### config.mk
export PLATFORM = sky130hd
export DESIGN_NAME = sine_taylor_series_core
export DESIGN_NICKNAME = d
export VERILOG_FILES = /design/src/hw/rtl/sts_pkg.sv /design/src/hw/rtl/sine_taylor_series_core.sv
export SDC_FILE = /design/constraint.sdc
export NUM_CORES = 2
export LEC_CHECK = 0
export BUFFER_PORTS_ARGS = -buffer_cell sky130_fd_sc_hd__buf_4
export CAP_MARGIN = 20
export CORE_MARGIN = 2
export CORE_UTILIZATION = 40
export CTS_CLUSTER_DIAMETER = 100
export DETAILED_ROUTE_END_ITERATION = 8
export PLACE_DENSITY_LB_ADDON = 0.1
export RECOVER_POWER = 25
export SLEW_MARGIN = 15
export SYNTH_ARGS = -nofsm -noshare
export SYNTH_HDL_FRONTEND = slang
export SYNTH_SLANG_ARGS = --single-unit
### constraint.sdc
create_clock -name clk -period 19.3 [get_ports clk]
set_clock_uncertainty 0.05 [all_clocks]
set_input_delay 1.93 -clock clk [delete_from_list [all_inputs] [get_ports clk]]
set_output_delay 1.93 -clock clk [all_outputs]
set_load 0.05 [all_outputs]
### src/hw/rtl/sts_pkg.sv
// types, constants and tables for the fixed-point taylor sine core
package sts_pkg;

	localparam int MAX_TERMS = 16;

	// port field widths
	localparam int ANGLE_W = 32;
	localparam int SINE_W  = 32;
	localparam int RED_W   = 31;
	localparam int TERMS_W = 5;
	localparam int THR_W   = 31;

	localparam int S_TDATA_W   = ANGLE_W;
	localparam int M_FIELDS_W  = SINE_W + RED_W + TERMS_W;
	localparam int M_TDATA_W   = ((M_FIELDS_W + 7) / 8) * 8;
	localparam int SINE_LSB    = 0;
	localparam int RED_LSB     = SINE_LSB + SINE_W;
	localparam int TERMS_LSB   = RED_LSB + RED_W;

	// internal datapath widths
	localparam int FRAC     = 28;                // fraction bits of the angle and x^2
	localparam int X_W      = ANGLE_W + 4;       // Q7.24 scaled to Q7.28
	localparam int AX_W     = 30;                // |x| after folding, at most pi
	localparam int X2_W     = 32;
	localparam int M_W      = 33;                // term magnitude, Q.30
	localparam int SUM_W    = 36;
	localparam int MUL_W    = 32;
	localparam int PROD_W   = 2 * MUL_W;
	localparam int DIVD_W   = PROD_W - FRAC;
	localparam int DIV_BITS = 4;
	localparam int DIV_CYC  = DIVD_W / DIV_BITS;
	localparam int DCNT_W   = $clog2(DIV_CYC);

	localparam int CNT_W   = $clog2(MAX_TERMS + 1);
	localparam int IDX_W   = $clog2(MAX_TERMS);
	localparam int DEN_MAX = 2 * (MAX_TERMS - 1) * (2 * (MAX_TERMS - 1) + 1);
	localparam int DEN_W   = $clog2(DEN_MAX + 1);
	localparam int TERMS_MAX_OUT = (MAX_TERMS > 31) ? 31 : MAX_TERMS;

	localparam logic signed [X_W-1:0]    PI_Q28     = X_W'(843314857);
	localparam logic signed [X_W-1:0]    TWO_PI_Q28 = X_W'(1686629713);
	localparam logic signed [SUM_W-1:0]  ONE_Q30    = SUM_W'(1073741824);
	localparam logic signed [SINE_W-1:0] SINE_LIMIT = SINE_W'(1073741824);
	localparam logic signed [RED_W-1:0]  RED_LIMIT  = RED_W'(843314857);
	localparam logic [THR_W-1:0]         THR_RESET  = THR_W'(1074);

	// 2k(2k+1) for term k
	typedef logic [DEN_W-1:0] den_tab_t [MAX_TERMS];

	function automatic den_tab_t build_den();
		den_tab_t t;
		for (int k = 0; k < MAX_TERMS; k++) begin
			t[k] = DEN_W'(2 * k * (2 * k + 1));
		end
		return t;
	endfunction

	localparam den_tab_t DEN_TABLE = build_den();

	typedef enum logic [3:0] {
		ST_IDLE,
		ST_REDUCE,
		ST_SQUARE,
		ST_TEST,
		ST_MUL_LO,
		ST_MUL_HI,
		ST_DIVIDE,
		ST_ACCUM,
		ST_FINISH
	} state_t;

endpackage

### src/hw/rtl/sine_taylor_series_core.sv
// taylor series sine core with 2*pi range folding, one shared multiplier and a radix-16 divider
// the angle is folded by 2*pi up to 20 times, then T terms are summed (T = 1..MAX_TERMS); each
// extra term takes compare, multiply, top-bit add of the product, divider passes of 4 quotient
// bits each, and accumulate; one item at a time: s_tready is high only while idle, so a new
// transfer waits until the result is loaded, and longer while an earlier result stalls;
// reset clears sequencer and output valid, threshold 1074
module sine_taylor_series_core
	import sts_pkg::*;
(
	input  logic                 clk,
	input  logic                 arst_n,
	input  logic                 s_tvalid,
	output logic                 s_tready,
	input  logic [S_TDATA_W-1:0] s_tdata,   // angle_in
	output logic                 m_tvalid,
	input  logic                 m_tready,
	output logic [M_TDATA_W-1:0] m_tdata,   // sine_value, reduced_angle, terms_used, zero pad
	output logic                 m_tuser,   // term_limit_hit
	input  logic                 cfg_we,
	input  logic [THR_W-1:0]     cfg_wdata
);

	state_t state_q, state_d;

	logic signed [X_W-1:0]   x_q;
	logic [AX_W-1:0]         ax_q;
	logic [X2_W-1:0]         x2_q;
	logic [M_W-1:0]          m_q;
	logic                    neg_q;
	logic signed [SUM_W-1:0] sum_q;
	logic [CNT_W-1:0]        count_q;
	logic                    limit_q;
	logic [PROD_W-1:0]       prod_q;
	logic [DEN_W-1:0]        den_q;
	logic [DIVD_W-1:0]       quo_q;
	logic [DEN_W-1:0]        rem_q;
	logic [DCNT_W-1:0]       dcnt_q;
	logic [THR_W-1:0]        thr_q;

	logic                    out_valid_q;
	logic [M_TDATA_W-1:0]    out_data_q;
	logic                    out_user_q;

	logic                    x_lt, x_gt;
	logic signed [X_W-1:0]   x_abs;
	logic [MUL_W-1:0]        mul_a, mul_b;
	logic [PROD_W-1:0]       mul_p;
	logic [PROD_W-1:0]       prod_sum;
	logic [DEN_W-1:0]        rem_nx;
	logic [DIVD_W-1:0]       quo_nx;
	logic [M_W-1:0]          m_init;
	logic signed [SUM_W-1:0] init_ext, term_ext;
	logic signed [SUM_W-1:0] sum_sat;
	logic [31:0]             cnt_ext;
	logic [TERMS_W-1:0]      terms_out;
	logic                    more_terms, at_limit, div_last;
	logic                    out_load;

	// fold and magnitude
	assign x_lt  = x_q < -PI_Q28;
	assign x_gt  = x_q > PI_Q28;
	assign x_abs = x_q[X_W-1] ? -x_q : x_q;

	// shared multiplier: |x|^2 once, then m * x2 for every term
	assign mul_a = (state_q == ST_SQUARE) ? MUL_W'(ax_q) : m_q[MUL_W-1:0];
	assign mul_b = (state_q == ST_SQUARE) ? MUL_W'(ax_q) : x2_q;
	assign mul_p = mul_a * mul_b;

	// top bit of m adds x2 shifted up; the full product stays below 2^64
	assign prod_sum = prod_q + (m_q[M_W-1] ? {x2_q, {(M_W-1){1'b0}}} : '0);

	// restoring division, DIV_BITS quotient bits a cycle
	always_comb begin
		logic [DEN_W:0]    r;
		logic [DIVD_W-1:0] qv;
		r  = {1'b0, rem_q};
		qv = quo_q;
		for (int i = 0; i < DIV_BITS; i++) begin
			r  = {r[DEN_W-1:0], qv[DIVD_W-1]};
			qv = {qv[DIVD_W-2:0], 1'b0};
			if (r >= {1'b0, den_q}) begin
				r     = r - {1'b0, den_q};
				qv[0] = 1'b1;
			end
		end
		rem_nx = r[DEN_W-1:0];
		quo_nx = qv;
	end

	assign m_init   = {1'b0, ax_q, 2'b00};
	assign init_ext = signed'({{(SUM_W-M_W){1'b0}}, m_init});
	assign term_ext = signed'({{(SUM_W-M_W){1'b0}}, quo_q[M_W-1:0]});

	assign more_terms = m_q > M_W'(thr_q);
	assign at_limit   = count_q >= CNT_W'(MAX_TERMS);
	assign div_last   = dcnt_q == DCNT_W'(DIV_CYC - 1);

	// result formatting
	always_comb begin
		if (sum_q > ONE_Q30) begin
			sum_sat = ONE_Q30;
		end else if (sum_q < -ONE_Q30) begin
			sum_sat = -ONE_Q30;
		end else begin
			sum_sat = sum_q;
		end
	end

	assign cnt_ext   = 32'(count_q);
	assign terms_out = (cnt_ext > 32'd31) ? TERMS_W'(31) : cnt_ext[TERMS_W-1:0];

	// sequencer
	always_ff @(posedge clk or negedge arst_n) begin
		if (!arst_n) begin
			state_q <= ST_IDLE;
		end else begin
			state_q <= state_d;
		end
	end

	always_comb begin
		state_d  = state_q;
		s_tready = 1'b0;
		out_load = 1'b0;
		unique case (state_q)
			ST_IDLE: begin
				s_tready = 1'b1;
				if (s_tvalid) begin
					state_d = ST_REDUCE;
				end
			end
			ST_REDUCE: begin
				if (!x_lt && !x_gt) begin
					state_d = ST_SQUARE;
				end
			end
			ST_SQUARE: state_d = ST_TEST;
			ST_TEST: begin
				if (!more_terms || at_limit) begin
					state_d = ST_FINISH;
				end else begin
					state_d = ST_MUL_LO;
				end
			end
			ST_MUL_LO: state_d = ST_MUL_HI;
			ST_MUL_HI: state_d = ST_DIVIDE;
			ST_DIVIDE: begin
				if (div_last) begin
					state_d = ST_ACCUM;
				end
			end
			ST_ACCUM: state_d = ST_TEST;
			ST_FINISH: begin
				if (!out_valid_q || m_tready) begin
					out_load = 1'b1;
					state_d  = ST_IDLE;
				end
			end
			default: state_d = ST_IDLE;
		endcase
	end

	// datapath
	always_ff @(posedge clk) begin
		case (state_q)
			ST_IDLE: begin
				x_q <= {s_tdata, 4'b0000};
			end
			ST_REDUCE: begin
				if (x_lt) begin
					x_q <= x_q + TWO_PI_Q28;
				end else if (x_gt) begin
					x_q <= x_q - TWO_PI_Q28;
				end else begin
					ax_q <= x_abs[AX_W-1:0];
				end
			end
			ST_SQUARE: begin
				x2_q    <= mul_p[FRAC +: X2_W];
				m_q     <= m_init;
				neg_q   <= x_q[X_W-1];
				sum_q   <= x_q[X_W-1] ? -init_ext : init_ext;
				count_q <= CNT_W'(1);
				limit_q <= 1'b0;
			end
			ST_TEST: begin
				if (more_terms && at_limit) begin
					limit_q <= 1'b1;
				end
			end
			ST_MUL_LO: begin
				prod_q <= mul_p;
				den_q  <= DEN_TABLE[count_q[IDX_W-1:0]];
			end
			ST_MUL_HI: begin
				quo_q  <= prod_sum[PROD_W-1:FRAC];
				rem_q  <= '0;
				dcnt_q <= '0;
			end
			ST_DIVIDE: begin
				quo_q  <= quo_nx;
				rem_q  <= rem_nx;
				dcnt_q <= dcnt_q + DCNT_W'(1);
			end
			ST_ACCUM: begin
				// quotient is known to fit the term width
				m_q     <= quo_q[M_W-1:0];
				neg_q   <= !neg_q;
				sum_q   <= neg_q ? sum_q + term_ext : sum_q - term_ext;
				count_q <= count_q + CNT_W'(1);
			end
			default: begin
			end
		endcase
	end

	// threshold register
	always_ff @(posedge clk or negedge arst_n) begin
		if (!arst_n) begin
			thr_q <= THR_RESET;
		end else if (cfg_we) begin
			thr_q <= cfg_wdata;
		end
	end

	// result register
	always_ff @(posedge clk or negedge arst_n) begin
		if (!arst_n) begin
			out_valid_q <= 1'b0;
		end else if (out_load) begin
			out_valid_q <= 1'b1;
		end else if (m_tready) begin
			out_valid_q <= 1'b0;
		end
	end

	always_ff @(posedge clk) begin
		if (out_load) begin
			out_data_q <= {{(M_TDATA_W-M_FIELDS_W){1'b0}}, terms_out,
			               x_q[RED_W-1:0], sum_sat[SINE_W-1:0]};
			out_user_q <= limit_q;
		end
	end

	assign m_tvalid = out_valid_q;
	assign m_tdata  = out_data_q;
	assign m_tuser  = out_user_q;

endmodule

==> metrics.md <==
| Metric | Value |
|---|---|
| Status | `complete, but fails checks` |
| Failing checks | `capacitance limit, slew limit` |
| Cts repair resizes | `0` |
| Largest net degree at the start of global routing | `87` |
| Most numerous cell in the Yosys netlist | `nand2_1` |
| Vias in the first global route | `44700` |
| Simple-Gate Fraction of Synth Area | `15.6%` |
| Unique masters post-synth | `88` |
| CTS H-tree depth | `2` |
| DP Wirelength | `157 mm` |
| Root buf cell | `clkbuf_16` |
| Hold slack | `0.469 ns` |
| RePlAce Congestion | `0.957` |
| DR vias | `43700` |
| Synthesis-to-layout area growth | `8.43%` |
| Slew headroom | `-175%` |
| Filler cells | `between 10000 and 15000` |
| Nature of the critical path startpoint | `flop` |
| CTS Sinks | `between 300 and 400` |
| Utilization after layout | `between 40% and 50%` |
| Met2 Routed Length | `between 90 and 100 mm` |
| Min-delay worst type | `flop to flop` |
| Final wirelength | `203 mm` |
| Mux share of post-synthesis cell area | `less than 1%` |
| Synth top area share | `32.4%` |
| Slew @ Worst Pin | `4.12 ns` |
| Top-level port count | `143` |
| Site Rows | `136` |
| First-pass GRT wire length | `299 mm` |
| Register area share after synthesis | `19.9%` |
| Worst-path clk slew | `around 0.070 ns` |
| Post-Synth XOR/XNOR Area | `around 3.7%` |
| Top cells by count, synth | `nand2_1 (1050), inv_1 (986), fa_1 (902), nor2_1 (508), ha_1 (441)` |
| Slowest CP cell | `or4b_4` |
| Final min period | `between 10 and 15 ns` |
| Post-synthesis cell area | `55700 um2` |
| Hold buffers post-CTS | `0` |
| Fin. Hold Viols | `0` |
| CORE AREA | `138000 um2` |
| Max cap viols | `7` |
| Clock buffer depth | `3` |
| DRT antenna net count | `0` |
| Setup TNS | `0 ns` |
| CTS tree | `done` |
| FF-to-FF Start | `state_q[0]` |
| Post-synth ARST share | `9.63%` |
| Top_reg_cell synth | `edfxtp_1` |
| Combinational family with the most area after synthesis | `adder cells` |
| Dpl cell area | `59000 um2` |
| Most used cell, CP | `fa_1` |
| Cts bufs inserted | `40` |
| Synth Warn # | `0` |
| Met3 WL | `15.6 mm` |
| RSZ-0062 raised after global routing | `false` |
| Avg Cell Area, Syn | `9.16 um2` |
| Final setup viols | `0` |
| CP endpoint | `prod_q[59]` |
| DIE HEIGHT | `377 um` |
| DR top layer | `met5` |
| FF-to-FF setup slack | `a little under 8 ns` |
| CP max stage delay | `around 0.9 ns` |
| Cell area after layout | `60300 um2` |
| Crit path kind | `flop to flop` |
| # port buffers | `138` |
| Overall die width | `between 300 and 400 um` |
| Final Max Tran Viols | `400` |
| Synth Area in Compound Gates | `9.35%` |
| Initial DRC Count | `3678` |
| EDFF count, synth | `roughly 340` |
| Crit path max fanout | `58` |
| DR pass1 iterations | `5` |
| Wire per inst | `25.5 um` |
| Antenna violations before repair | `14` |
| Synth Area in Adders | `42.4%` |
| Post-synthesis sequential element count | `374` |
| Synth Instances | `6073` |
| Proportion of layout cells with a drive suffix above 1 | `around 6.6%` |
| CP endpoint kind | `flop` |
| Clock Latency Late Sink | `~0.6 ns` |
| Worst Path Arrival | `about 12 ns` |
| Crit path launch | `state_q[0]` |
| Register-to-Register Path Depth | `27` |
| Reg-to-Reg End | `prod_q[59]` |
| Post-route clock period utilization | `between 50% and 60%` |
| Initial Util | `between 40% and 50%` |
| Nets | `7529` |
| Largest cells by area after synthesis | `fa_1 (32%), edfxtp_1 (18%), ha_1 (9.9%)` |
| DRT met1 WL | `86.6 mm` |
| Leading area contributor after synthesis | `fa_1` |
| Die area | `142000 um2` |
| GRT Total Usage | `around 29%` |
| Overflow after GRT | `0` |
| Worst EP required | `19.67 ns` |
| DR vias/cell | `5.50` |
| Setup bufs post-CTS | `0` |
| F_max | `87.4 MHz` |
| DRC Markers | `0` |
| Min-delay src | `x_q[30]` |
-- cell type report --
class / count / area (um2) / share of cell area, %
clock buffers: 55 / 1140 / 1.89
multi-input cells: 4459 / 40100 / 66.4
clock inverters: 19 / 208 / 0.344
well taps: 1794 / 2240 / 3.72
diodes: 1 / 2.50 / 0.00415
flip-flops and latches: 374 / 11100 / 18.3
repair buffers: 257 / 1900 / 3.15
inverters: 986 / 3700 / 6.13
-- sequential cells by signal, summed over array words and instances, names as in the netlist, 4 cells and up --
signal and cells:
ax_q 30, count_q 5, dcnt_q 4, den_q 9
m_q 33, m_tdata 68, prod_q 36, quo_q 36
rem_q 10, state_q 4, sum_q 36, thr_q 31
x2_q 32, x_q 36
-- through the flow --
stage               worst slack (ns)  instances
global route                    7.47       7944
detailed placement              8.03       7869
global placement                7.89       7867
CTS                             8.05       7943
floorplan                       9.24       6076
finish                          7.85       7945
-- kinds of logic after synthesis --
| family | Yosys count |
|---|---|
| simple gates | 2006 |
| compound gates | 835 |
| xor+xnor | 237 |
| flops | 374 |
| fa+ha+maj | 1343 |
| mux | 34 |
| other cells | 1 |
| buf+inv | 1243 |
-- routing by layer --
metal	vias up	track usage, %
li1	19500	-
met1	22300	39.4
met2	1597	45.8
met3	331	5.43
met4	4	10.1
met5	-	0
-- worst min path at each step --
| stage | slack, ns | endpoint | cells past startpoint |
|---|---|---|---|
| final | 0.47 | m_tdata[62] | 0 |
| after global routing | 0.48 | m_tdata[62] | 0 |
| after floorplan | 0.35 | m_tuser | 0 |
| after CTS | 0.47 | quo_q[1] | 2 |
| after global placement | 0.45 | quo_q[1] | 2 |
| after detailed placement | 0.45 | m_tdata[62] | 0 |
-- critical path: cells and delay by family (launching register included) --
| kind | cells | cell delay [ns] |
|---|---|---|
| adder cells (fa/ha/maj) | 9 | 4.40 |
| buffers and inverters | 6 | 1.73 |
| AO/OA/AOI/OAI | 3 | 1.07 |
| AND/OR/NAND/NOR | 8 | 3.24 |
| XOR/XNOR | 1 | 0.23 |
| flip-flops | 1 | 0.48 |
-- layout by cell type, fill, tap and decap left out, types with 32 or more instances in the layout --
cell type,Yosys,routed
nor2_1,508,505
nand2_1,1050,1045
fa_1,902,902
dfrtp_1,32,32
nand3_1,39,38
and3_1,72,72
nand4_1,39,39
xor2_1,96,96
o21ai_0,211,210
xnor2_1,141,141
a21o_1,112,112
edfxtp_1,338,338
a21oi_1,262,242
inv_1,986,985
nor2b_1,52,51
nor3_1,42,42
and2_1,84,81
o31ai_1,32,32
buf_4,4,246
clkbuf_16,0,43
ha_1,441,441
Power is left out: the tool's default activity adds up to more than one toggle a clock period on the data nets, which glitch-free logic cannot reach.
